==> src/hw/rtl/assert_macros.svh <==
// assertion helpers for the rtl
`ifndef ASSERT_MACROS_SVH
`define ASSERT_MACROS_SVH

// clocked check, masked while reset is held
`define VSAR_ASSERT(lbl, clk, rst_n, prop) \
    lbl: assert property (@(posedge clk) disable iff (!rst_n) prop) \
        else $error("vsar assertion failed");

// clocked check that also holds through reset
`define VSAR_ASSERT_ALWAYS(lbl, clk, prop) \
    lbl: assert property (@(posedge clk) prop) \
        else $error("vsar assertion failed");

`endif

==> src/hw/rtl/vsar_pkg.sv <==
`default_nettype none

package vsar_pkg;

    // item kinds
    localparam logic [2:0] KIND_READ        = 3'd0;
    localparam logic [2:0] KIND_WRITE       = 3'd1;
    localparam logic [2:0] KIND_INC_X       = 3'd2;
    localparam logic [2:0] KIND_INC_Y       = 3'd3;
    localparam logic [2:0] KIND_COPY_X      = 3'd4;
    localparam logic [2:0] KIND_COPY_Y      = 3'd5;
    localparam logic [2:0] KIND_VBLANK_BEG  = 3'd6;
    localparam logic [2:0] KIND_VBLANK_END  = 3'd7;

    // register numbers
    localparam logic [2:0] REG_CONTROL = 3'd0;
    localparam logic [2:0] REG_MASK    = 3'd1;
    localparam logic [2:0] REG_STATUS  = 3'd2;
    localparam logic [2:0] REG_SCROLL  = 3'd5;
    localparam logic [2:0] REG_ADDRESS = 3'd6;
    localparam logic [2:0] REG_DATA    = 3'd7;

    // pointer fields and limits
    localparam logic [15:0] PALETTE_BASE = 16'h3F00;
    localparam logic [15:0] COPY_X_MASK  = 16'h041F;
    localparam logic [15:0] COPY_Y_MASK  = 16'h7BE0;
    localparam logic [15:0] NT_X_BIT     = 16'h0400;
    localparam logic [15:0] NT_Y_BIT     = 16'h0800;
    localparam logic [15:0] FINE_Y_ONE   = 16'h1000;
    localparam logic [4:0]  COARSE_MAX   = 5'd31;
    localparam logic [4:0]  COARSE_Y_END = 5'd29;
    localparam logic [2:0]  FINE_Y_MAX   = 3'd7;
    localparam logic [15:0] STEP_ROW     = 16'd32;
    localparam logic [15:0] STEP_ONE     = 16'd1;

    typedef struct packed {
        logic [15:0] active_pointer;
        logic [15:0] temp_pointer;
        logic [2:0]  fine_x;
        logic        write_toggle;
        logic [7:0]  read_buffer;
        logic [7:0]  control_byte;
        logic [7:0]  mask_byte;
        logic        vblank_flag;
    } t_state;

    typedef struct packed {
        logic [2:0] kind;
        logic [2:0] reg_index;
        logic [7:0] write_data;
        logic [7:0] mem_data;
    } t_item;

    typedef struct packed {
        logic [7:0]  read_data;
        logic        mem_write;
        logic        mem_read;
        logic [15:0] mem_address;
        logic [7:0]  mem_write_data;
        logic        nmi_pulse;
        logic [15:0] pointer_now;
        logic [2:0]  fine_scroll_x;
    } t_result;

endpackage

`default_nettype wire

==> src/hw/rtl/vsar_in_if.sv <==
`default_nettype none

// request channel: one event per item
interface vsar_in_if;
    logic       valid;
    logic       ready;
    logic [2:0] kind;
    logic [2:0] reg_index;
    logic [7:0] write_data;
    logic [7:0] mem_data;

    modport source (output valid, output kind, output reg_index, output write_data,
                    output mem_data, input ready);
    modport sink   (input valid, input kind, input reg_index, input write_data,
                    input mem_data, output ready);
endinterface

`default_nettype wire

==> src/hw/rtl/vsar_out_if.sv <==
`default_nettype none

// result channel: one result per item
interface vsar_out_if;
    logic        valid;
    logic        ready;
    logic [7:0]  read_data;
    logic        mem_write;
    logic        mem_read;
    logic [15:0] mem_address;
    logic [7:0]  mem_write_data;
    logic        nmi_pulse;
    logic [15:0] pointer_now;
    logic [2:0]  fine_scroll_x;

    modport source (output valid, output read_data, output mem_write, output mem_read,
                    output mem_address, output mem_write_data, output nmi_pulse,
                    output pointer_now, output fine_scroll_x, input ready);
    modport sink   (input valid, input read_data, input mem_write, input mem_read,
                    input mem_address, input mem_write_data, input nmi_pulse,
                    input pointer_now, input fine_scroll_x, output ready);
endinterface

`default_nettype wire

==> src/hw/rtl/video_scroll_address_registers.sv <==
// Scroll and address register unit of a tile video processor. Each request item is one
// event (CPU register read or write, horizontal or vertical scroll step, horizontal or
// vertical copy from the temporary pointer, vblank begin or end) and yields exactly one
// result item, in order. An item is accepted in every cycle while the result register
// is empty or being drained; its result is registered and appears in the cycle after
// acceptance. The state update is a single pass of shallow logic, so throughput is one
// item per clock while results drain. The data-port byte for a read must be presented
// with the read request on mem_data; reads at or above 0x3F00 return that byte directly.
`default_nettype none
`include "assert_macros.svh"

module video_scroll_address_registers (
    input  wire          i_clk,
    input  wire          i_rst_n,
    vsar_in_if.sink      i_item,
    vsar_out_if.source   o_result
);

    vsar_pkg::t_state  r_state;
    vsar_pkg::t_state  n_state;
    vsar_pkg::t_result r_res;
    vsar_pkg::t_result n_res;
    vsar_pkg::t_item   w_item;
    logic              r_valid;
    logic              w_accept;
    logic              w_data_acc;
    logic [15:0]       w_step;
    logic [15:0]       w_ptr_step;

    // accept whenever the result slot is free or drains this cycle
    assign i_item.ready = !r_valid || o_result.ready;
    assign w_accept     = i_item.valid && i_item.ready;

    assign w_item.kind       = i_item.kind;
    assign w_item.reg_index  = i_item.reg_index;
    assign w_item.write_data = i_item.write_data;
    assign w_item.mem_data   = i_item.mem_data;

    // event logic
    vsar_step u_step (
        .i_state  (r_state),
        .i_item   (w_item),
        .o_state  (n_state),
        .o_result (n_res)
    );

    // state and result valid
    always_ff @(posedge i_clk) begin
        if (!i_rst_n) begin
            r_state <= '0;
            r_valid <= 1'b0;
        end else if (w_accept) begin
            r_state <= n_state;
            r_valid <= 1'b1;
        end else if (o_result.ready) begin
            r_valid <= 1'b0;
        end
    end

    // result payload
    always_ff @(posedge i_clk) begin
        if (w_accept) begin
            r_res <= n_res;
        end
    end

    assign o_result.valid          = r_valid;
    assign o_result.read_data      = r_res.read_data;
    assign o_result.mem_write      = r_res.mem_write;
    assign o_result.mem_read       = r_res.mem_read;
    assign o_result.mem_address    = r_res.mem_address;
    assign o_result.mem_write_data = r_res.mem_write_data;
    assign o_result.nmi_pulse      = r_res.nmi_pulse;
    assign o_result.pointer_now    = r_res.pointer_now;
    assign o_result.fine_scroll_x  = r_res.fine_scroll_x;

    // data-port access seen at the input
    assign w_data_acc = w_accept && (i_item.reg_index == vsar_pkg::REG_DATA)
                     && ((i_item.kind == vsar_pkg::KIND_READ)
                      || (i_item.kind == vsar_pkg::KIND_WRITE));
    assign w_step     = r_state.control_byte[2] ? vsar_pkg::STEP_ROW : vsar_pkg::STEP_ONE;
    assign w_ptr_step = r_state.active_pointer + w_step;

    // checks
    `VSAR_ASSERT(a_mem_excl, i_clk, i_rst_n, r_valid |-> !(r_res.mem_read && r_res.mem_write))
    `VSAR_ASSERT(a_data_advance, i_clk, i_rst_n, w_data_acc |=> (r_state.active_pointer == $past(w_ptr_step)))
    `VSAR_ASSERT(a_nmi_flag, i_clk, i_rst_n, (r_valid && r_res.nmi_pulse) |-> r_state.vblank_flag)
    `VSAR_ASSERT(a_ptr_view, i_clk, i_rst_n, r_valid |-> (r_res.pointer_now == r_state.active_pointer))
    `VSAR_ASSERT_ALWAYS(a_reset_empty, i_clk, !i_rst_n |=> !r_valid)

endmodule

`default_nettype wire

==> src/hw/rtl/vsar_step.sv <==
`default_nettype none

// next state and result of one event
module vsar_step (
    input  wire vsar_pkg::t_state  i_state,
    input  wire vsar_pkg::t_item   i_item,
    output vsar_pkg::t_state  o_state,
    output vsar_pkg::t_result o_result
);

    logic        render_on;
    logic [15:0] ptr;
    logic [15:0] data_step;
    logic [15:0] ptr_inc_x;
    logic [15:0] ptr_inc_y;
    logic [15:0] ptr_y_clr;
    logic [4:0]  tile_row;

    assign ptr       = i_state.active_pointer;
    assign render_on = i_state.mask_byte[4] | i_state.mask_byte[3];
    assign data_step = i_state.control_byte[2] ? vsar_pkg::STEP_ROW : vsar_pkg::STEP_ONE;

    // horizontal step with nametable flip at the row end
    always_comb begin
        if (ptr[4:0] == vsar_pkg::COARSE_MAX) begin
            ptr_inc_x = {ptr[15:5], 5'd0} ^ vsar_pkg::NT_X_BIT;
        end else begin
            ptr_inc_x = ptr + vsar_pkg::STEP_ONE;
        end
    end

    // vertical step: fine y first, then coarse y with the wrap at 29
    always_comb begin
        ptr_y_clr = {ptr[15], 3'd0, ptr[11:0]};
        tile_row  = ptr[9:5];
        ptr_inc_y = ptr_y_clr;
        if (ptr[14:12] != vsar_pkg::FINE_Y_MAX) begin
            ptr_inc_y = ptr + vsar_pkg::FINE_Y_ONE;
        end else if (tile_row == vsar_pkg::COARSE_Y_END) begin
            ptr_inc_y = (ptr_y_clr ^ vsar_pkg::NT_Y_BIT) & ~16'h03E0;
        end else if (tile_row == vsar_pkg::COARSE_MAX) begin
            ptr_inc_y = ptr_y_clr & ~16'h03E0;
        end else begin
            ptr_inc_y = {ptr_y_clr[15:10], tile_row + 5'd1, ptr_y_clr[4:0]};
        end
    end

    // event decode
    always_comb begin
        o_state  = i_state;
        o_result = '0;
        case (i_item.kind)
            vsar_pkg::KIND_READ: begin
                case (i_item.reg_index)
                    vsar_pkg::REG_STATUS: begin
                        o_result.read_data   = {i_state.vblank_flag, 2'b00,
                                                i_state.read_buffer[4:0]};
                        o_state.vblank_flag  = 1'b0;
                        o_state.write_toggle = 1'b0;
                    end
                    vsar_pkg::REG_DATA: begin
                        o_result.read_data = (ptr >= vsar_pkg::PALETTE_BASE) ?
                                             i_item.mem_data : i_state.read_buffer;
                        o_state.read_buffer    = i_item.mem_data;
                        o_result.mem_read      = 1'b1;
                        o_result.mem_address   = ptr;
                        o_state.active_pointer = ptr + data_step;
                    end
                    default: begin
                    end
                endcase
            end
            vsar_pkg::KIND_WRITE: begin
                case (i_item.reg_index)
                    vsar_pkg::REG_CONTROL: begin
                        o_state.control_byte       = i_item.write_data;
                        o_state.temp_pointer[11:10] = i_item.write_data[1:0];
                    end
                    vsar_pkg::REG_MASK: begin
                        o_state.mask_byte = i_item.write_data;
                    end
                    vsar_pkg::REG_SCROLL: begin
                        if (!i_state.write_toggle) begin
                            o_state.fine_x            = i_item.write_data[2:0];
                            o_state.temp_pointer[4:0] = i_item.write_data[7:3];
                            o_state.write_toggle      = 1'b1;
                        end else begin
                            o_state.temp_pointer[14:12] = i_item.write_data[2:0];
                            o_state.temp_pointer[9:5]   = i_item.write_data[7:3];
                            o_state.write_toggle        = 1'b0;
                        end
                    end
                    vsar_pkg::REG_ADDRESS: begin
                        if (!i_state.write_toggle) begin
                            o_state.temp_pointer = {2'b00, i_item.write_data[5:0],
                                                    i_state.temp_pointer[7:0]};
                            o_state.write_toggle = 1'b1;
                        end else begin
                            o_state.temp_pointer   = {i_state.temp_pointer[15:8],
                                                      i_item.write_data};
                            o_state.active_pointer = {i_state.temp_pointer[15:8],
                                                      i_item.write_data};
                            o_state.write_toggle   = 1'b0;
                        end
                    end
                    vsar_pkg::REG_DATA: begin
                        o_result.mem_write      = 1'b1;
                        o_result.mem_address    = ptr;
                        o_result.mem_write_data = i_item.write_data;
                        o_state.active_pointer  = ptr + data_step;
                    end
                    default: begin
                    end
                endcase
            end
            vsar_pkg::KIND_INC_X: begin
                if (render_on) begin
                    o_state.active_pointer = ptr_inc_x;
                end
            end
            vsar_pkg::KIND_INC_Y: begin
                if (render_on) begin
                    o_state.active_pointer = ptr_inc_y;
                end
            end
            vsar_pkg::KIND_COPY_X: begin
                if (render_on) begin
                    o_state.active_pointer = (ptr & ~vsar_pkg::COPY_X_MASK)
                                           | (i_state.temp_pointer & vsar_pkg::COPY_X_MASK);
                end
            end
            vsar_pkg::KIND_COPY_Y: begin
                if (render_on) begin
                    o_state.active_pointer = (ptr & ~vsar_pkg::COPY_Y_MASK)
                                           | (i_state.temp_pointer & vsar_pkg::COPY_Y_MASK);
                end
            end
            vsar_pkg::KIND_VBLANK_BEG: begin
                o_state.vblank_flag = 1'b1;
                o_result.nmi_pulse  = i_state.control_byte[7];
            end
            default: begin
                o_state.vblank_flag = 1'b0;
            end
        endcase
        o_result.pointer_now   = o_state.active_pointer;
        o_result.fine_scroll_x = o_state.fine_x;
    end

endmodule

`default_nettype wire

==> src/flat_wrapper.sv <==
// flat-port wrapper written by rule: the top's interface ports become plain ports
module video_scroll_address_registers_flat 
  (i_clk, i_rst_n, i_item_valid, i_item_kind, i_item_reg_index, i_item_write_data, i_item_mem_data, i_item_ready, o_result_valid, o_result_read_data, o_result_mem_write, o_result_mem_read, o_result_mem_address, o_result_mem_write_data, o_result_nmi_pulse, o_result_pointer_now, o_result_fine_scroll_x, o_result_ready);
  vsar_in_if i_item_i ();
  vsar_out_if o_result_i ();
  input  wire i_clk;
  input  wire i_rst_n;
  input wire logic [$bits(i_item_i.valid)-1:0] i_item_valid;
  input wire logic [$bits(i_item_i.kind)-1:0] i_item_kind;
  input wire logic [$bits(i_item_i.reg_index)-1:0] i_item_reg_index;
  input wire logic [$bits(i_item_i.write_data)-1:0] i_item_write_data;
  input wire logic [$bits(i_item_i.mem_data)-1:0] i_item_mem_data;
  output wire logic [$bits(i_item_i.ready)-1:0] i_item_ready;
  output wire logic [$bits(o_result_i.valid)-1:0] o_result_valid;
  output wire logic [$bits(o_result_i.read_data)-1:0] o_result_read_data;
  output wire logic [$bits(o_result_i.mem_write)-1:0] o_result_mem_write;
  output wire logic [$bits(o_result_i.mem_read)-1:0] o_result_mem_read;
  output wire logic [$bits(o_result_i.mem_address)-1:0] o_result_mem_address;
  output wire logic [$bits(o_result_i.mem_write_data)-1:0] o_result_mem_write_data;
  output wire logic [$bits(o_result_i.nmi_pulse)-1:0] o_result_nmi_pulse;
  output wire logic [$bits(o_result_i.pointer_now)-1:0] o_result_pointer_now;
  output wire logic [$bits(o_result_i.fine_scroll_x)-1:0] o_result_fine_scroll_x;
  input wire logic [$bits(o_result_i.ready)-1:0] o_result_ready;
  assign i_item_i.valid = i_item_valid;
  assign i_item_i.kind = i_item_kind;
  assign i_item_i.reg_index = i_item_reg_index;
  assign i_item_i.write_data = i_item_write_data;
  assign i_item_i.mem_data = i_item_mem_data;
  assign i_item_ready = i_item_i.ready;
  assign o_result_valid = o_result_i.valid;
  assign o_result_read_data = o_result_i.read_data;
  assign o_result_mem_write = o_result_i.mem_write;
  assign o_result_mem_read = o_result_i.mem_read;
  assign o_result_mem_address = o_result_i.mem_address;
  assign o_result_mem_write_data = o_result_i.mem_write_data;
  assign o_result_nmi_pulse = o_result_i.nmi_pulse;
  assign o_result_pointer_now = o_result_i.pointer_now;
  assign o_result_fine_scroll_x = o_result_i.fine_scroll_x;
  assign o_result_i.ready = o_result_ready;
  video_scroll_address_registers u_core (.i_clk(i_clk), .i_rst_n(i_rst_n), .i_item(i_item_i), .o_result(o_result_i));
endmodule
==> config.mk <==
export PLATFORM = sky130hd
export DESIGN_NAME = video_scroll_address_registers_flat
export DESIGN_NICKNAME = d
export VERILOG_FILES = /design/src/hw/rtl/vsar_pkg.sv /design/src/hw/rtl/vsar_in_if.sv /design/src/hw/rtl/vsar_out_if.sv /design/src/hw/rtl/video_scroll_address_registers.sv /design/src/hw/rtl/vsar_step.sv /design/src/flat_wrapper.sv
export VERILOG_INCLUDE_DIRS = /design/src /design/src/hw/rtl
export SDC_FILE = /design/constraint.sdc
export NUM_CORES = 1
export LEC_CHECK = 0
export ABC_AREA = 0
export BUFFER_PORTS_ARGS = -buffer_cell sky130_fd_sc_hd__buf_2
export CAP_MARGIN = 10
export CORE_MARGIN = 1
export CORE_UTILIZATION = 45
export CTS_BUF_LIST = sky130_fd_sc_hd__clkbuf_8
export CTS_CLUSTER_DIAMETER = 150
export DETAILED_ROUTE_END_ITERATION = 10
export GPL_ROUTABILITY_DRIVEN = 0
export PLACE_DENSITY = 0.72
export SLEW_MARGIN = 10
export SYNTH_ARGS = -nofsm -noshare
export SYNTH_HDL_FRONTEND = slang
export SYNTH_HIERARCHICAL = 1
export SYNTH_SLANG_ARGS = --single-unit
==> constraint.sdc <==
create_clock -name i_clk -period 4.86 [get_ports i_clk]
set_input_delay 0.243 -clock i_clk [delete_from_list [all_inputs] [get_ports i_clk]]
set_output_delay 0.243 -clock i_clk [all_outputs]
set_load 0.01 [all_outputs]
==> out/qor.txt <==
postcts setup bufs = 0
Final WS setup = 1.86 ns
period utilization = 61.7%
crit path kind = register to register
Arr. time, crit path = 3.26 ns
minimum clock period = 3.00 ns
depth of the CTS H-tree = 3
CTS Sinks = 104
outcome = complete, no violations
root buffer cell = clkbuf_8
hold path start = i_item_valid
Hold Fails Final Rpt = 0
relative slew slack = 31.0%
Clk Latency, worst-skew pair = 0.41 ns
Slew Limit Fails = 0
WL met2 = 8820 µm
HP Class = primary input to register
max layer used = met4
Least-Margin Pin Slew = 1.03 ns
Initial DRC Count = 839
CTS tree = done
clk_skew = 0.0155 ns
DR WL met3 = 2150 µm
Routed Antenna Nets = 0
PwrDens = 242 nW/µm²
CP endpoint kind = register
max incr delay on CP = 0.41 ns
Startpoint Class = register
CTS Hold Bufs = 0
WHS Endpoint = u_core/o_result.valid
Leak = 2.82 nW
FILL cells = 1542
RSZ-0062 raised after global routing = no
area occupied by multi-input gates = 3820 µm²
vias per inst = 6.22
CP required = 5.12 ns
ANT cells = 0
hold depth = 3
Pwr Total = 1.81 mW
Die Y = 128 µm
CP bufs+invs = 0
cts repair resizes = 0
Boundary Pins = 82
Worst path depth = 11
Max VDD drop = 0.119 mV
Reg2Reg Depth = 11
register area = 2620 µm²
setup slack, reg-to-reg = 1.86 ns
Syn Std Cell Area = 7090 µm²
Setup TNS Final = 0 ns
PortBufs = 81
pin count of the biggest net entering global routing = 65
drt pass-1 iters = 5
total number of vias = 6595
GRT Total Usage = 25.1%
yosys warns = 6
Starting Density = 46.3%
Max Fclk = 0.334 GHz
vias in the first global route = 5648
fraction of layout cells with a size suffix above 1 = 15.5%
first-pass GRT wire length = 31500 µm
final wirelength = 20400 µm
RR Startpoint = u_core/r_state[46]
die width = 128 µm
dpl ws = 1.96 ns
Area Growth Syn to Fin = 5.33%
wire length on met1 = 8680 µm
die area = 16300 µm²
Crit Path Max Fanout = 10
core area = 15300 µm²
crit path cell chain = ha_1 -> and3_2 -> ha_1 -> o21ba_2 -> nand4_1 -> nor3_1 -> xor2_1 -> a221oi_1 -> nand2_1 -> nand2_1 -> mux2i_1
post-synth net total = 873
GRT overflow = 0
r2r endpoint = u_core/r_state[59]
max-cap viol count = 0
Post-Syn Instances = 836
WL/cell = 19.3 µm
row count = 45
clk slew on worst S/H paths = 0.09 ns
clock buffer depth = 2
initial antenna violation count = 0
Residual DRC = 0
final net count = 881
Syn Area/Cell = 8.48 µm²
CTS buffer count = 9
hpwl dp = 13800 µm
crit-path leading delay family = simple AND/OR/NAND/NOR gates
Setup-failing EPs final = 0
Worst path slowest cell = dfxtp_1
[layout make-up]
cell class              instances  area share, %
repair buffers                 90           6.33
multi-input cells             621           51.2
flip-flops and latches        104           35.1
well taps                     211           3.53
clock buffers                   9           1.66
inverters                      18          0.905
clock inverters                 7           1.27
[state kept, by name (all words and copies together) (netlist names)]
signal / cells
u_core/o_result.mem_read: 1
u_core/o_result.read_data: 8
u_core/o_result.valid: 1
u_core/o_result.fine_scroll_x: 3
u_core/o_result.pointer_now: 16
u_core/o_result.mem_write: 1
u_core/r_state: 49
u_core/o_result.mem_write_data: 8
u_core/o_result.nmi_pulse: 1
u_core/o_result.mem_address: 16
[placed cells by master (no fill, tap or decap), types with 11 or more instances in the layout]
cell type,instances
inv_1,18
a221oi_1,21
nor3_1,15
ha_1,11
dfxtp_1,50
a21oi_1,40
buf_2,81
edfxtp_1,54
mux2i_1,58
nand2_1,186
o21ai_0,44
and3_1,25
a22oi_1,13
nand3_1,23
nor2_1,39
[routing by layer]
metal,global-route usage (%),up-vias
met4,12.6,0
met1,34.8,3090
met3,5.78,66
met5,0.310,-
li1,-,3040
met2,36.5,399
[worst register-to-register path, stage by stage, from the launching register on]
cell and delay, ns:
dfxtp_1 0.41, ha_1 0.30, and3_2 0.24, ha_1 0.25, o21ba_2 0.29, nand4_1 0.36
nor3_1 0.36, xor2_1 0.11, a221oi_1 0.28, nand2_1 0.12, nand2_1 0.07, mux2i_1 0.07
[through the flow]
stage                     instances  area, µm²  hold WS, ns  util (%)
final                          1060       7470        0.104      48.8
after global routing           1060       7470        0.122      48.8
after CTS                      1060       7470       0.0860      48.8
after detailed placement       1044       7250        0.449      47.3
after global placement         1044       7250        0.441      47.3
after floorplan                 836       7090        0.382         -
[power breakdown]
| group | switching (mW) | internal (mW) |
|---|---|---|
| clock network | 0.310 | 0.291 |
| registers | 0.0216 | 0.952 |
| logic | 0.161 | 0.0750 |
[worst max path at each step]
stage | start | endpoint | slack, ns
after detailed placement | u_core/r_state[46] | u_core/r_state[59] | 1.96
after global placement | u_core/r_state[46] | u_core/r_state[58] | 2.13
after floorplan | u_core/r_state[46] | u_core/r_state[56] | 2.32
after global routing | u_core/r_state[46] | u_core/r_state[59] | 1.68
final | u_core/r_state[46] | u_core/r_state[59] | 1.86
after CTS | u_core/r_state[46] | u_core/r_state[59] | 1.93
No activity file was read; power rests on OpenSTA's default activity.
